$ cat src/sv/encoder_setpoint_decoder_defines.svh
// Assertion macros shared by the encoder setpoint decoder modules.
`ifndef ENCODER_SETPOINT_DECODER_DEFINES_SVH
`define ENCODER_SETPOINT_DECODER_DEFINES_SVH
`ifndef ASSERT_OFF
`define ASSERT_HOLDS(label, clk, rst, expr) \
  label: assert property (@(posedge clk) disable iff (rst) (expr)) \
    else $error("assertion failed");
`define ASSERT_IMPLIES(label, clk, rst, ante, cons) \
  label: assert property (@(posedge clk) disable iff (rst) (ante) |-> (cons)) \
    else $error("assertion failed");
`define ASSERT_NEXT(label, clk, rst, ante, cons) \
  label: assert property (@(posedge clk) disable iff (rst) (ante) |=> (cons)) \
    else $error("assertion failed");
`else
`define ASSERT_HOLDS(label, clk, rst, expr)
`define ASSERT_IMPLIES(label, clk, rst, ante, cons)
`define ASSERT_NEXT(label, clk, rst, ante, cons)
`endif
`endif

$ cat src/sv/esd_pkg.sv
// Types and constants of the encoder setpoint decoder.
package esd_pkg;

  typedef logic [1:0]  pins_t;
  typedef logic [5:0]  pos_t;
  typedef logic [13:0] mv_t;
  typedef logic [3:0]  digit_t;
  typedef logic [11:0] min_mv_t;
  typedef logic [6:0]  step_mv_t;
  typedef logic [1:0]  cfg_index_t;
  typedef logic [11:0] cfg_data_t;

  localparam pins_t PINS_DETENT = 2'b00;
  localparam pins_t PINS_CW     = 2'b10;
  localparam pins_t PINS_CCW    = 2'b01;

  localparam cfg_index_t CFG_MIN_MV  = 2'd0;
  localparam cfg_index_t CFG_STEP_MV = 2'd1;
  localparam cfg_index_t CFG_MAX_POS = 2'd2;

  localparam min_mv_t  RESET_MIN_MV  = 12'd225;
  localparam step_mv_t RESET_STEP_MV = 7'd45;
  localparam pos_t     RESET_MAX_POS = 6'd45;

  localparam mv_t SETPOINT_LIMIT = 14'd9999;

  typedef struct packed {
    pos_t   position;
    mv_t    setpoint_mv;
    digit_t digit_ones;
    digit_t digit_tenths;
    digit_t digit_hundredths;
    digit_t digit_thousandths;
  } esd_result_t;

endpackage

$ cat src/sv/esd_digits.sv
// Decimal digit split of the setpoint over two stages.
`include "encoder_setpoint_decoder_defines.svh"
module esd_digits import esd_pkg::*; (
  input  logic        clk,
  input  logic        rst,
  input  logic        up_valid,
  input  pos_t        up_pos,
  input  mv_t         up_mv,
  output logic        up_ready,
  output logic        dn_valid,
  output esd_result_t dn_res,
  input  logic        dn_ready
);

  // reciprocals exact for every value up to the setpoint limit
  localparam logic [15:0] RECIP_10   = 16'd52429;
  localparam logic [12:0] RECIP_100  = 13'd5243;
  localparam logic [13:0] RECIP_1000 = 14'd8389;

  logic        a_en;
  logic        b_en;
  logic        qa_valid;
  pos_t        qa_pos;
  mv_t         qa_mv;
  logic [9:0]  qa_q10;
  logic [6:0]  qa_q100;
  digit_t      qa_q1000;
  logic [29:0] prod10;
  logic [26:0] prod100;
  logic [27:0] prod1000;
  logic [6:0]  rem_tenths;
  logic [9:0]  rem_hundredths;
  logic [13:0] rem_thousandths;
  logic [13:0] recomposed;

  assign b_en     = !dn_valid || dn_ready;
  assign a_en     = !qa_valid || b_en;
  assign up_ready = a_en;

  assign prod10   = 30'(up_mv) * 30'(RECIP_10);
  assign prod100  = 27'(up_mv) * 27'(RECIP_100);
  assign prod1000 = 28'(up_mv) * 28'(RECIP_1000);

  // subtract ten times the next coarser quotient
  assign rem_tenths      = qa_q100 - ({3'b000, qa_q1000} << 3) - ({3'b000, qa_q1000} << 1);
  assign rem_hundredths  = qa_q10 - ({3'b000, qa_q100} << 3) - ({3'b000, qa_q100} << 1);
  assign rem_thousandths = qa_mv - ({4'b0000, qa_q10} << 3) - ({4'b0000, qa_q10} << 1);

  always_ff @(posedge clk) begin
    if (rst) begin
      qa_valid <= 1'b0;
      dn_valid <= 1'b0;
    end else begin
      if (a_en) begin
        qa_valid <= up_valid;
      end
      if (b_en) begin
        dn_valid <= qa_valid;
      end
    end
  end

  always_ff @(posedge clk) begin
    if (a_en && up_valid) begin
      qa_pos   <= up_pos;
      qa_mv    <= up_mv;
      qa_q10   <= prod10[28:19];
      qa_q100  <= prod100[25:19];
      qa_q1000 <= prod1000[26:23];
    end
    if (b_en && qa_valid) begin
      dn_res.position          <= qa_pos;
      dn_res.setpoint_mv       <= qa_mv;
      dn_res.digit_ones        <= qa_q1000;
      dn_res.digit_tenths      <= rem_tenths[3:0];
      dn_res.digit_hundredths  <= rem_hundredths[3:0];
      dn_res.digit_thousandths <= rem_thousandths[3:0];
    end
  end

  assign recomposed = ({10'd0, dn_res.digit_ones} * 14'd1000)
                    + ({10'd0, dn_res.digit_tenths} * 14'd100)
                    + ({10'd0, dn_res.digit_hundredths} * 14'd10)
                    + {10'd0, dn_res.digit_thousandths};

  `ASSERT_IMPLIES(a_digits_match, clk, rst, dn_valid, recomposed == dn_res.setpoint_mv)
  `ASSERT_IMPLIES(a_low_digit, clk, rst, dn_valid, dn_res.digit_thousandths <= 4'd9)

endmodule

$ cat config.mk
export PLATFORM = sky130hd
export DESIGN_NAME = esd_digits
export DESIGN_NICKNAME = d
export VERILOG_FILES = /design/src/sv/esd_pkg.sv /design/src/sv/esd_digits.sv
export VERILOG_INCLUDE_DIRS = /design/src /design/src/sv
export SDC_FILE = /design/constraint.sdc
export NUM_CORES = 1
export LEC_CHECK = 0
export BUFFER_PORTS_ARGS = -buffer_cell sky130_fd_sc_hd__clkbuf_2
export CAP_MARGIN = 40
export CORE_MARGIN = 2
export CORE_UTILIZATION = 41
export CTS_CLUSTER_DIAMETER = 40
export DETAILED_ROUTE_END_ITERATION = 8
export MAX_ROUTING_LAYER = met4
export PLACE_DENSITY = 0.57
export SKIP_LAST_GASP = 1
export SLEW_MARGIN = 10
export SYNTH_ARGS = -nofsm -noshare
export SYNTH_HDL_FRONTEND = slang
export SYNTH_SLANG_ARGS = --single-unit
$ cat constraint.sdc
create_clock -name clk -period 7.1 [get_ports clk]
set_input_delay 0.355 -clock clk [delete_from_list [all_inputs] [get_ports clk]]
set_output_delay 0.355 -clock clk [all_outputs]
set_load 0.01 [all_outputs]
# After elaboration in Yosys (flattened, before gate mapping)
# Cells that the tools add are included.
[classes]
addsub = 6
multipliers = 3
n_reduce_logical = 6
[ops]
columns = ["cell", "n"]
rows = [
  ["$mul 14x14->27 const B", 1],
  ["$sub 4x4->4", 6],
  ["$mul 14x13->23 const B", 1],
  ["$mul 14x16->23 const B", 1],
  ["$logic_and 1x1->1", 2],
  ["$logic_not 1->1", 2],
  ["$logic_or 1x1->1", 2],
]
[word_totals]
register_bits = 70
elab_cells = 28

# Depth between registers and ports, before layout
[depth]
word_depth = 4
depth_mapped = 22

# Worst setup path before layout
# Ideal clock, no wire load.
[synth_path]
kind = "in2reg"
start = "in up_mv[12]"
end = "reg qa_q10[3] (data pin)"
setup_time_ns = 0.260
arrival_ns = 4.867
slack_ns = 1.973
path_stages = 22
cell_sequence = "inv_1 ha_1 inv_1 ha_1 xnor2_1 inv_1 fa_1 inv_1 fa_1 inv_1 fa_1 inv_1 fa_1 inv_1 ha_1 and3_1 a221oi_1 o21ai_1 a221oi_2 o21bai_2 a21oi_2 xnor2_1"
[synth_between]
elab_chain_len = 1
[synth_lines]
columns = ["element", "line_no", "source"]
rows = [
  ["from (decl)", "esd_digits.sv:8", "input mv_t up_mv,"],
  ["$mul 14x16->23", "esd_digits.sv:40", "assign prod10 = 30'(up_mv) * 30'(RECIP_10);"],
  ["net prod10[22]", "esd_digits.sv:28", "logic [29:0] prod10;"],
  ["to (signal assigned)", "esd_digits.sv:67", "qa_q10 <= prod10[28:19];"],
  ["to (decl)", "esd_digits.sv:25", "logic [9:0] qa_q10;"],
]
# The timed path passes the listed nets, and every way through them passes these cells.
# A chain may end at the register's enable or synchronous reset.

# Worst setup path in the final report
[layout_path]
start = "in up_mv[13]"
end = "reg qa_q10[3] (data pin)"
# The elaborated chain is that of the path after synthesis.

==> impl_results.md <==
* Mux share of post-synthesis cell area at 0
* Resized Gates After CTS at 0
* Top_reg_cell synth: edfxtp_1
* Setup tns final at 0 ps
* Worst endpoint data arrival time at ~5400 ps
* Drt drc at 0
* Min Clock Period, post-route at 5360 ps
* Max Cap Violations at 0
* CTS Buf Count at 9
* Flops & latches, synth at 70
* Core area at roughly 24000 µm²
* Worst-Skew Late Latency at 330 ps
* Largest net degree at the start of global routing at 33
* Placer Congestion at approximately 0.85
* Comb pwr share at 0.695
* Async SR Flop Fraction at 0
* Syn Inst Count at between 900 and 1000
* Wirelength per Cell at between 15 and 20 µm
* P&R area growth vs syn at 10.5%
* Num ports at between 60 and 70
* Slew Limit Fails at 0
* All-layer global routing usage at 0.186
* Std cell rows at 56
* Post-CTS Hold Buffers at 0
* Crit. End Element: flop
* Worst-Margin Slew at ~590 ps
* Delay-heaviest family, CP: adder cells
* Clock tree root buffer cell: clkbuf_16
* Antenna cells at 0
* Sequential share of power at 0.183
* Max Freq at between 150 and 200 MHz
* Layout cell share with drive strength beyond 1 at 0.0882
* Deepest clock path buffer count at 2
* Slowest Stage Delay on Critical Path at about 530 ps
* Hold crit path type: input port to flop
* Die ar. at 25500 µm²
* CTS H-tree lvls at 3
* DRT Wirelength at 21.6 mm
* Startpoint type of the worst setup path: input port
* P per Cell Area at 317 nW/µm²
* Fin. Hold Viols at 0
* CTS tree: done
* Via count at around 6200
* Remaining global-route overflow at 0
* Die Span Y at 160 µm
* Sw power at 1.53 mW
* Met2 Use GR at 0.297
* Gr busiest metal: met2
* Most used cell, CP: inv_1
* Die X at about 160 µm
* Starting Density at 0.421
* Register area share after synthesis at 0.209
* CP Class: input port to flop
* Endpoints failing setup at 0
* WP buf/inv at 7
* # nets final at between 1000 and 1500
* First-pass GRT wire length at 35.4 mm
* Fin crit share at 0.756
* Status: complete, no violations
* # clock sinks at 70
* CP Data Required Time at 7170 ps
* Internal power at just under 2 mW
* Simple-Gate Fraction of Synth Area at 0.0337
* Power Total at 3.48 mW
* Clk slew on worst S/H paths at 50 ps
* Largest family of logic cells by synthesized area: adder cells
* Initial antenna violation count at 0
* Post-DP HPWL at 18.5 mm
* Maximum resistive drop on vdd at about 0.16 mV
* Commonest cells after routing, fill and taps aside: inv_1 (286), ha_1 (238), fa_1 (132)
* Static Leak at slightly below 6 nW
* ANT nets after route at 0
* Met3 Resource Use GR at 0.0179
* Worst slew margin at 0.610
* Top cell type's share of synthesized area at 0.300
* Yosys warnings at 0
* Avg Cell Area, Syn at 11.0 µm²
* Slowest-stage cell, CP: fa_1
* Vias in the first global route at between 6000 and 7000
* Switching Share at 0.440
* Post-CTS Setup Bufs at 0
* Syn nets at 1299
* XOR/XNOR Fraction of Synth Area at 0.0335
* First-pass DRT Iterations at 5
* 1st-iter DRT viols at 267
* Clock share of power at 0.123
* CP cell instances: clkbuf_2 -> ha_1 -> inv_1 -> ha_1 -> xnor2_1 -> inv_1 -> fa_1 -> inv_1 -> fa_1 -> inv_1 -> fa_1 -> inv_1 -> fa_1 -> inv_1 -> ha_1 -> and3_1 -> a221oi_1 -> o21ai_1 -> a221oi_2 -> o21bai_2 -> a21oi_2 -> xnor2_1
* Met1 GRT Util at 0.264
* Max Clock Skew at between 10 and 15 ps
* Cell area after synthesis at about 10000 µm²
* Yosys cell types at 46
* Synth Area in Compound Gates at 0.0498
* Leading area contributor after synthesis: ha_1
* RSZ-0062 raised after global routing: false
* Critical path peak fanout at 13
* Post-synth EDFFs at roughly 70
* Vias per cell at about 4.7
* FILL cells at around 2200
* Synth Area in Adders at 0.565
* Commonest non-fill, non-tap cell in the layout: inv_1
* Largest cells by area after synthesis: ha_1 (30%), fa_1 (27%), edfxtp_1 (21%)
* # port buffers at 61
## worst paths after layout
| check | from | endpoint | slack (ps) | cells past startpoint |
|---|---|---|---|---|
| hold reg to reg | qa_mv[4] | dn_res[20] | 410 | 0 |
| setup reg to reg | dn_valid | qa_mv[2] | 5590 | 4 |
| hold / removal | rst | dn_valid | 200 | 2 |
| setup / recovery | up_mv[13] | qa_q10[3] | 1740 | 22 |
## area by class of cell
class                           instances  area [µm²]  share of cell area
Sequential cell                        70        2080               0.190
Multi-Input combinational cell        549        6790               0.619
Tap cell                              319         399              0.0364
Timing Repair Buffer                   65         348              0.0317
Inverter                              286        1070              0.0978
Clock inverter                          4        48.8             0.00444
Clock buffer                           12         236              0.0215
## sequential cells by signal, indices dropped and copies added (netlist names)
| signal | flops |
|---|---|
| qa_q10 | 4 |
| qa_valid | 1 |
| dn_valid | 1 |
| qa_q1000 | 4 |
| qa_pos | 6 |
| qa_q100 | 4 |
| dn_res | 36 |
| qa_mv | 14 |
## worst register-to-register path, stage by stage (launching register included)
cell	delay (ps)
dfxtp_1	310
nor2b_1	330
nand2_1	110
and2_1	170
buf_4	260
## synth_stat cells, types with 2 or more instances
cell type and instances:
fa_1 132, or3_1 2, o22ai_1 3, o21a_1 3, a221oi_1 2, xor2_1 7
xnor2_1 31, and3_1 3, o21ai_0 8, o31ai_1 3, a21o_1 11, nor3_1 4
nand3_1 11, a211oi_2 2, or2_2 2, edfxtp_1 68, nor2b_1 6, nor2_1 15
a211oi_1 2, o211ai_1 2, dfxtp_1 2, ha_1 238, nand2_1 21, and2_1 2
a21oi_1 18, inv_1 286, a31oi_1 2
## metal layers
layer,vias to the layer above,share of wire
met2,131,0.46
met3,16,0.040
met4,0,0.0082
met1,3003,0.50
li1,3033,-
met5,-,0
## cell families after synthesis
group / count (synthesis)
compound gates: 71
xor+xnor: 38
fa+ha+maj: 370
buf+inv: 286
flops: 70
simple gates: 70
## power groups by stage
stage	sequential, mW	clock (mW)	combinational, mW
finish	0.636	0.427	2.42
global route	0.645	0.454	2.87
floorplan	0.647	0	1.84
detailed placement	0.646	0	2.44
CTS	0.638	0.438	2.47
global placement	0.645	0	2.42
## per-stage QoR
stage          setup WS (ps)  hold slack [ps]  utilization  std cells  area (µm²)
2_1_floorplan           1970              400            -        905        9940
3_3_place_gp            1440              400        0.452       1288       10700
3_5_place_dp            1400              405        0.453       1289       10700
4_1_cts                 1740              188        0.465       1305       11000
5_1_grt                 1430              199        0.465       1305       11000
6_report                1740              200        0.465       1305       11000
No activity file was read; power rests on OpenSTA's default activity.
