[src/sv/encoder_setpoint_decoder_defines.svh]
// Assertion macros shared by the encoder setpoint decoder modules.
`ifndef ENCODER_SETPOINT_DECODER_DEFINES_SVH
`define ENCODER_SETPOINT_DECODER_DEFINES_SVH
`ifndef ASSERT_OFF
`define ASSERT_HOLDS(label, clk, rst, expr) \
  label: assert property (@(posedge clk) disable iff (rst) (expr)) \
    else $error("assertion failed");
`define ASSERT_IMPLIES(label, clk, rst, ante, cons) \
  label: assert property (@(posedge clk) disable iff (rst) (ante) |-> (cons)) \
    else $error("assertion failed");
`define ASSERT_NEXT(label, clk, rst, ante, cons) \
  label: assert property (@(posedge clk) disable iff (rst) (ante) |=> (cons)) \
    else $error("assertion failed");
`else
`define ASSERT_HOLDS(label, clk, rst, expr)
`define ASSERT_IMPLIES(label, clk, rst, ante, cons)
`define ASSERT_NEXT(label, clk, rst, ante, cons)
`endif
`endif

[src/sv/esd_pkg.sv]
// Types and constants of the encoder setpoint decoder.
package esd_pkg;

  typedef logic [1:0]  pins_t;
  typedef logic [5:0]  pos_t;
  typedef logic [13:0] mv_t;
  typedef logic [3:0]  digit_t;
  typedef logic [11:0] min_mv_t;
  typedef logic [6:0]  step_mv_t;
  typedef logic [1:0]  cfg_index_t;
  typedef logic [11:0] cfg_data_t;

  localparam pins_t PINS_DETENT = 2'b00;
  localparam pins_t PINS_CW     = 2'b10;
  localparam pins_t PINS_CCW    = 2'b01;

  localparam cfg_index_t CFG_MIN_MV  = 2'd0;
  localparam cfg_index_t CFG_STEP_MV = 2'd1;
  localparam cfg_index_t CFG_MAX_POS = 2'd2;

  localparam min_mv_t  RESET_MIN_MV  = 12'd225;
  localparam step_mv_t RESET_STEP_MV = 7'd45;
  localparam pos_t     RESET_MAX_POS = 6'd45;

  localparam mv_t SETPOINT_LIMIT = 14'd9999;

  typedef struct packed {
    pos_t   position;
    mv_t    setpoint_mv;
    digit_t digit_ones;
    digit_t digit_tenths;
    digit_t digit_hundredths;
    digit_t digit_thousandths;
  } esd_result_t;

endpackage

[src/sv/esd_scale.sv]
// Setpoint stage: min plus position times step, saturated.
module esd_scale import esd_pkg::*; (
  input  logic     clk,
  input  logic     rst,
  input  logic     up_valid,
  input  pos_t     up_pos,
  output logic     up_ready,
  input  min_mv_t  min_millivolts,
  input  step_mv_t step_millivolts,
  output logic     dn_valid,
  output pos_t     dn_pos,
  output mv_t      dn_mv,
  input  logic     dn_ready
);

  logic [12:0] product;
  mv_t         sum;
  mv_t         mv_sat;
  logic        en;

  assign en       = !dn_valid || dn_ready;
  assign up_ready = en;
  assign product  = 13'(up_pos) * 13'(step_millivolts);
  assign sum      = {2'b00, min_millivolts} + {1'b0, product};
  assign mv_sat   = (sum > SETPOINT_LIMIT) ? SETPOINT_LIMIT : sum;

  always_ff @(posedge clk) begin
    if (rst) begin
      dn_valid <= 1'b0;
    end else if (en) begin
      dn_valid <= up_valid;
    end
  end

  always_ff @(posedge clk) begin
    if (en && up_valid) begin
      dn_pos <= up_pos;
      dn_mv  <= mv_sat;
    end
  end

endmodule

[config.mk]
export PLATFORM = sky130hd
export DESIGN_NAME = esd_scale
export DESIGN_NICKNAME = d
export VERILOG_FILES = /design/src/sv/encoder_setpoint_decoder_defines.svh /design/src/sv/esd_pkg.sv /design/src/sv/esd_scale.sv
export SDC_FILE = /design/constraint.sdc
export NUM_CORES = 1
export LEC_CHECK = 0
export ABC_AREA = 1
export CAP_MARGIN = 10
export CORE_UTILIZATION = 51
export CTS_BUF_LIST = sky130_fd_sc_hd__clkbuf_8
export CTS_CLUSTER_SIZE = 20
export DETAILED_ROUTE_END_ITERATION = 8
export DONT_BUFFER_PORTS = 1
export PLACE_DENSITY = 0.66
export SYNTH_ARGS = -nofsm -noshare
export SYNTH_HDL_FRONTEND = slang
export SYNTH_SLANG_ARGS = --single-unit
export TNS_END_PERCENT = 10
[constraint.sdc]
create_clock -name clk -period 10.85 [get_ports clk]
set_input_delay 0.5425 -clock clk [delete_from_list [all_inputs] [get_ports clk]]
set_output_delay 0.5425 -clock clk [all_outputs]
set_load 0.01 [all_outputs]
# [Yosys cells after proc, flatten, opt, wreduce, memory -nomap -nowiden]
# Cells that the tools add are included.
[classes] add_sub_neg=1 mul=1 n_lt_le_gt_ge=1 reduce_logical=3
[op_table] op="12-bit by 13-bit adder with 14-bit output" n=1
[op_table] op="14-bit > comparator (second input constant)" n=1
[op_table] op="6-bit by 7-bit multiplier with 13-bit output" n=1
[op_table] op="1-bit logical AND" n=1
[op_table] op="1-bit zero test" n=1
[op_table] op="1-bit logical OR" n=1
[totals] regBits=21 in_bits=29

# [Longest topological paths before layout]
# Gate-level depths: netlist of the first run.
[depth] word_depth=3 mapped_depth=23

# [Least setup slack after synthesis of the first run]
# Ideal clock, no wire load.
[synth_path] kind="input to register" start="in up_pos[2]" end="reg dn_mv[3], data pin" t_arrival_ns=4.043 required_time_ns=10.595 slack_ns=6.552 path_stages=23 path_buffers=0 path_cell_list="nand2_1 > inv_1 > fa_1 > inv_1 > fa_1 > inv_1 > fa_1 > inv_1 > fa_1 > inv_1 > ha_1 > nand2_1 > nand2_1 > a21oi_4 > nand2_2 > nand2_2 > nand2_1 > nand2_1 > nand2_1 > nor2_2 > nand2_4 > nand2_4 > nand2_1"
[synth_via] elab_chain_cells=3
[synth_lines] element="start, declared" line="esd_scale.sv:6" source="input pos_t up_pos,"
[synth_lines] element="6-bit by 7-bit multiplier with 13-bit output (*)" line="esd_scale.sv:23" source="assign product = 13'(up_pos) * 13'(step_millivolts);"
[synth_lines] element="12-bit by 13-bit adder with 14-bit output (*)" line="esd_scale.sv:24" source="assign sum = {2'b00, min_millivolts} + {1'b0, product};"
[synth_lines] element="14-bit > comparator" line="esd_scale.sv:25" source="assign mv_sat = (sum > SETPOINT_LIMIT) ? SETPOINT_LIMIT : sum;"
[synth_lines] element="end signal, assigned" line="esd_scale.sv:38" source="dn_mv <= mv_sat;"
[synth_lines] element="end, declared" line="esd_scale.sv:12" source="output mv_t dn_mv,"
# Every way passes the cells marked *; elsewhere a longest branch is shown, timed or not.
# A chain may end at the register's enable or synchronous reset.

# [Worst setup path in the final report of the first run]
[layout_path] start="in step_millivolts[3]" end="reg dn_mv[11], data pin"
[layout_via] elab_chain_cells=3
[layout_lines] element="start, declared" line="esd_scale.sv:9" source="input step_mv_t step_millivolts,"
[layout_lines] element="6-bit by 7-bit multiplier with 13-bit output (*)" line="esd_scale.sv:23"
[layout_lines] element="12-bit by 13-bit adder with 14-bit output (*)" line="esd_scale.sv:24"
[layout_lines] element="14-bit > comparator" line="esd_scale.sv:25"
# Marks and branches as above.

==> results of run 1 <==
[registers in the layout (all words and copies together) (netlist names)]
register	count
dn_mv	14
dn_pos	6
dn_valid	1
[worst paths after layout]
| kind | startpoint | to | slack, ps | depth (start not counted) |
|---|---|---|---|---|
| hold reg to reg | dn_valid$_SDFFE_PP0N_ | dn_valid$_SDFFE_PP0N_ | 630 | 2 |
| setup / recovery | step_millivolts[3] | dn_mv[11]$_SDFFCE_PN0P_ | 6610 | 18 |
| hold / removal | rst | dn_valid$_SDFFE_PP0N_ | 330 | 1 |
| setup reg to reg | dn_valid$_SDFFE_PP0N_ | dn_mv[11]$_SDFFCE_PN0P_ | 9280 | 1 |
[cell usage in the layout (no fill, tap or decap), drive strengths merged]
master,n
ha,30
dfxtp,1
nand4,2
inv,124
nor2,12
or2,1
clkinvlp,1
nand2,112
a21oi,14
fa,30
edfxtp,20
nand3b,1
nor3,2
o21bai,1
clkbuf,3
xor2,1
xnor2,1
nand3,16
[cell usage after synthesis]
cell / instances / area share [%]
or2_4: 1 / 0.31
nor2_2: 1 / 0.22
nand3b_1: 1 / 0.27
nand2_4: 2 / 0.80
a21oi_4: 1 / 0.58
xor2_1: 1 / 0.31
inv_1: 123 / 16
nand2_1: 103 / 14
fa_1: 30 / 21
o21bai_1: 1 / 0.27
inv_2: 1 / 0.13
ha_1: 30 / 13
nand3_2: 1 / 0.36
nor3_1: 2 / 0.36
nand2_2: 7 / 1.6
nor2_1: 11 / 1.5
edfxtp_1: 20 / 21
nand3_1: 15 / 2.7
xnor2_4: 1 / 0.98
dfxtp_1: 1 / 0.71
nand4_1: 2 / 0.44
a21oi_1: 11 / 2.0
a21oi_2: 2 / 0.62
[cell type report]
cell class                 count  area [um^2]  area share (%)
multi-input combinational    223         1740            58.7
sequential                    21          621            21.0
inverter                     124          465            15.7
tap                           70         87.6            2.96
clock buffer                   3         41.3            1.40
clock inverter                 1         7.51           0.254
[per-stage QoR]
stage | power, W | cell area, um^2 | hold slack (ps) | setup WS (ps) | utilization [%]
final | 0.000604 | 2960 | 329 | 6610 | 56.9
after global routing | 0.000680 | 2960 | 323 | 6380 | 56.9
after CTS | 0.000612 | 2960 | 329 | 6580 | 56.9
after detailed placement | 0.000555 | 2910 | 616 | 6300 | 55.9
after global placement | 0.000550 | 2910 | 612 | 6350 | 55.9
after floorplan | 0.000481 | 2820 | 577 | 6550 | -
[metal layers]
layer | global-route usage (%) | vias to the layer above | wire length [um]
li1 | - | 1077 | -
met1 | 25.1 | 941 | 2260
met2 | 30.8 | 45 | 2320
met3 | 2.04 | 5 | 191
met4 | 5.77 | 0 | 72
met5 | 0 | - | 0
[power by group]
part	total (W)	switching (W)	internal, W
combinational	0.000405	0.000256	0.000148
clock	0.0000544	0.0000284	0.0000260
sequential	0.000145	0.0000177	0.000127
total	0.000604	0.000303	0.000302
[cell families after synthesis]
group	after synthesis	share of synthesized area (%)
flip-flops	21	22.0
XOR/XNOR	2	1.29
buffers and inverters	124	16.5
AO/OA/AOI/OAI	15	3.42
adder cells (fa/ha/maj)	60	34.6
AND/OR/NAND/NOR	146	22.1
[critical path, cell delays in order]
cell	delay, ps
nand2_1	70
fa_1	540
inv_1	50
fa_1	500
fa_1	570
inv_1	60
fa_1	490
inv_1	40
ha_1	370
nand2_1	130
nor2_1	160
nand3_1	130
nand3_1	100
nand2_1	60
nand2_1	100
nand3_1	130
nand2_4	120
a21oi_1	80
==> results.sh, run 1 <==
export IMPL_power_density_nw_per_um2=204
export IMPL_gp_congestion=0.853
export IMPL_die_x_um=76.3
export IMPL_slew_limit_headroom_pct=27.2
export IMPL_ios=51
export IMPL_postRouteWirelength_um=4840
export IMPL_period_share_pct=39.1
export IMPL_fp_coreArea_um2=5200
export IMPL_drive_gt1_share_pct=5.91
export IMPL_fmax_mhz=236
export IMPL_cp_max_fo=7
export IMPL_cts_sinks=21
export IMPL_post_cts_resized=0
export IMPL_cp_end_kind="flip-flop"
export IMPL_synthCells=368
export IMPL_overflow=0
export IMPL_antenna_found_initial=0
export IMPL_critPathLaunchType="primary input"
export IMPL_cellLeakagePower_nw=1.83
export IMPL_dp_hpwl_um=4160
export IMPL_synth_distinct_cells=23
export IMPL_fp_dieArea_um2=5830
export IMPL_final_max_slew_viol_count=0
export IMPL_rows=26
export IMPL_required_ps=10870
export IMPL_setup_viol=0
export IMPL_stdcell_count=442
export IMPL_synth_seq_cells=21
export IMPL_post_cts_setup_buffers=0
export IMPL_syn_to_final_growth_pct=4.97
export IMPL_die_height_um=76.3
export IMPL_synth_avg_cell_area_um2=7.66
export IMPL_ant_nets=0
export IMPL_cts_max_level=1
export IMPL_cts_buffers=3
export IMPL_start_util_pct=54.2
export IMPL_timing_hold_violations_final=0
export IMPL_grt_pass1_wl_um=8650
export IMPL_drv_cap=0
export IMPL_synth_seq_area_share_pct=22.0
export IMPL_post_place_cells=438
export IMPL_path_class="primary input to flip-flop"
export IMPL_rsz0062_at_grt="no"
export IMPL_wl_per_cell_um=11.0
export IMPL_tns_ps=0
export IMPL_netlist_area_um2=2820
export IMPL_grtUsageTotal_pct=18.4
export IMPL_clock_skew_ps=2.49
export IMPL_io_buffers=0
export IMPL_postCtsHoldBufs=0
export IMPL_syn_nets=457
export IMPL_vias_per_cell=4.68
export IMPL_min_period_ps=4240
export IMPL_vias=2068
export IMPL_n_fill_cell=506
export IMPL_n_antenna_cell=0
export IMPL_drc=0
export IMPL_cp_arrival_ps=4260
export IMPL_irDropWorstVdd_mv=0.104
export IMPL_clockBufferDepth=2
export IMPL_clk_latency_ps=270
export IMPL_drtIter0Drc=104
export IMPL_nets=462
export IMPL_first_global_vias=2000
export IMPL_clockRootBuffer="clkbuf_8"
export IMPL_cts_tree="yes"
export IMPL_clkTransAtPathRegs_ps=80
export IMPL_worst_pin_slew_ps=1090
export IMPL_ys_warn_count=0
export IMPL_hold_class="primary input to flip-flop"
export IMPL_grt_max_degree=21
export IMPL_dr_pass1_iters=4
export IMPL_status="completed"
(Power assumes the default switching activity.)
==> run 2: changes to the inputs <==
==> constraint.sdc (replaced) <==
create_clock -name clk -period 4.21 [get_ports clk]
set_input_delay 0.2105 -clock clk [delete_from_list [all_inputs] [get_ports clk]]
set_output_delay 0.2105 -clock clk [all_outputs]
set_load 0.01 [all_outputs]
==> run 2 against run 1 <==
Clock skew hardly changed. First-iteration DRC count grew 5.8%. Register-to-register slack got worse by 6600 ps. Highest routed layer unchanged. Critical path type unchanged.
==> results.sh, run 2 (synthesis results as in run 1) <==
export IMPL_period_share_pct=93.6
export IMPL_die_height_um=76.3
export IMPL_die_x_um=76.3
export IMPL_fp_dieArea_um2=5830
export IMPL_cp_max_fo=7
export IMPL_critical_path_buf_inv_count=3
export IMPL_regMostFlops="dn_mv"
export IMPL_cp_end_kind="flip-flop"
export IMPL_rows=26
export IMPL_io_buffers=0
export IMPL_mostFrequentLayoutCells="inv_1, nand2_1, fa_1, ha_1, edfxtp_1"
export IMPL_final_max_slew_viol_count=0
export IMPL_ios=51
export IMPL_grtUsageTotal_pct=18.1
export IMPL_n_fill_cell=505
export IMPL_swShare_pct=50.1
export IMPL_vias_per_cell=4.71
export IMPL_drv_cap=0
export IMPL_drive_gt1_share_pct=5.90
export IMPL_required_ps=4230
export IMPL_met2_usage_pct=29.1
export IMPL_cp_arrival_ps=3960
export IMPL_clk_latency_ps=270
export IMPL_grt_pass1_wl_um=8450
export IMPL_start_util_pct=54.2
export IMPL_slew_limit_headroom_pct=27.0
export IMPL_tns_ps=0
export IMPL_clockPowerShare_pct=9.0
export IMPL_nets=463
export IMPL_dp_hpwl_um=4160
export IMPL_met1_usage_pct=25.3
export IMPL_cts_buffers=3
export IMPL_syn_to_final_growth_pct=5.33
export IMPL_final_core_util_pct=57.0
export IMPL_fmax_mhz=254
export IMPL_cts_sinks=21
export IMPL_overflow=0
export IMPL_clock_skew_ps=2.08
export IMPL_cpLargestDelayFamily="adder cells"
export IMPL_first_global_vias=1944
export IMPL_critPathLaunchType="primary input"
export IMPL_min_period_ps=3940
export IMPL_p_sw_w=0.000782
export IMPL_ant_nets=0
export IMPL_p_int_w=0.000778
export IMPL_gp_congestion=0.853
export IMPL_cp_cell_sequence="nand2_1 -> fa_1 -> inv_1 -> fa_1 -> fa_1 -> inv_1 -> fa_1 -> inv_1 -> ha_1 -> nand2_1 -> nor2_1 -> nand3_1 -> nand3_1 -> nand2_1 -> nand2_1 -> nand3_1 -> nand2_4 -> a21oi_1"
export IMPL_fp_coreArea_um2=5200
export IMPL_clkTransAtPathRegs_ps=80
export IMPL_drc=0
export IMPL_post_cts_setup_buffers=0
export IMPL_vias=2087
export IMPL_antenna_found_initial=0
export IMPL_placed_cell_area_um2=2910
export IMPL_grt_max_degree=21
export IMPL_largest_reg_flops=14
export IMPL_irDropWorstVdd_mv=0.274
export IMPL_dr_pass1_iters=4
export IMPL_n_antenna_cell=0
export IMPL_setup_viol=0
export IMPL_crit_slowest_cell="fa_1"
export IMPL_grt_met3_usage_pct=1.92
export IMPL_pwr_share_comb_pct=67.1
export IMPL_power_density_nw_per_um2=525
export IMPL_fin_hold_ws_ps=33.4
export IMPL_top_regs="dn_mv (14), dn_pos (6), dn_valid (1)"
export IMPL_final_common_cell="inv_1"
export IMPL_clockBufferDepth=2
export IMPL_status="completed"
export IMPL_path_class="primary input to flip-flop"
export IMPL_wl_per_cell_um=10.8
export IMPL_cts_max_level=1
export IMPL_post_cts_resized=0
export IMPL_postCtsHoldBufs=1
export IMPL_cellLeakagePower_nw=1.84
export IMPL_drtIter0Drc=110
export IMPL_hold_class="primary input to flip-flop"
export IMPL_worst_pin_slew_ps=1090
export IMPL_clockRootBuffer="clkbuf_8"
export IMPL_stdcell_area_um2=2970
export IMPL_cp_slowest_stage_delay_ps=570
export IMPL_cts_tree="yes"
export IMPL_postRouteWirelength_um=4800
export IMPL_seq_power_share_pct=24.0
export IMPL_busiest_layer="met2"
export IMPL_timing_hold_violations_final=0
export IMPL_rsz0062_at_grt="no"
[run 2: per-stage QoR]
stage	setup slack (ps)	total power (W)	std cells
2_1_floorplan	244	0.00124	368
3_3_place_gp	43.6	0.00142	438
3_5_place_dp	-12.8	0.00143	438
4_1_cts	271	0.00158	443
5_1_grt	105	0.00175	443
6_report	270	0.00156	443
[run 2: path summary, 6_finish.rpt]
kind | from | end | depth (start not counted) | slack, ps
max | step_millivolts[3] | dn_mv[11]$_SDFFCE_PN0P_ | 18 | 270
min | up_pos[0] | dn_pos[0]$_DFFE_PP_ | 0 | 30
max reg2reg | dn_valid$_SDFFE_PP0N_ | dn_mv[8]$_SDFFCE_PN1P_ | 1 | 2630
min reg2reg | dn_valid$_SDFFE_PP0N_ | dn_valid$_SDFFE_PP0N_ | 2 | 630
[run 2: final cells by class]
cell class / count / area [um^2] / share of cell area (%)
Timing Repair Buffer: 1 / 10.0 / 0.337
Tap cell: 70 / 87.6 / 2.95
Clock buffer: 3 / 41.3 / 1.39
Clock inverter: 1 / 7.51 / 0.253
Multi-Input combinational cell: 223 / 1740 / 58.5
Inverter: 124 / 465 / 15.7
Sequential cell: 21 / 621 / 20.9
[run 2: power by group through the flow]
stage | Sequential [W] | Clock, W | Combinational, W
finish | 0.000374 | 0.000140 | 0.00105
CTS | 0.000375 | 0.000142 | 0.00106
floorplan | 0.000375 | 0 | 0.000866
global route | 0.000378 | 0.000153 | 0.00121
detailed placement | 0.000380 | 0 | 0.00105
global placement | 0.000379 | 0 | 0.00104
[run 2: metal layers]
metal | up-vias | wire (um)
li1 | 1079 | -
met4 | 0 | 91
met1 | 953 | 2250
met3 | 7 | 206
met5 | - | 0
met2 | 48 | 2260
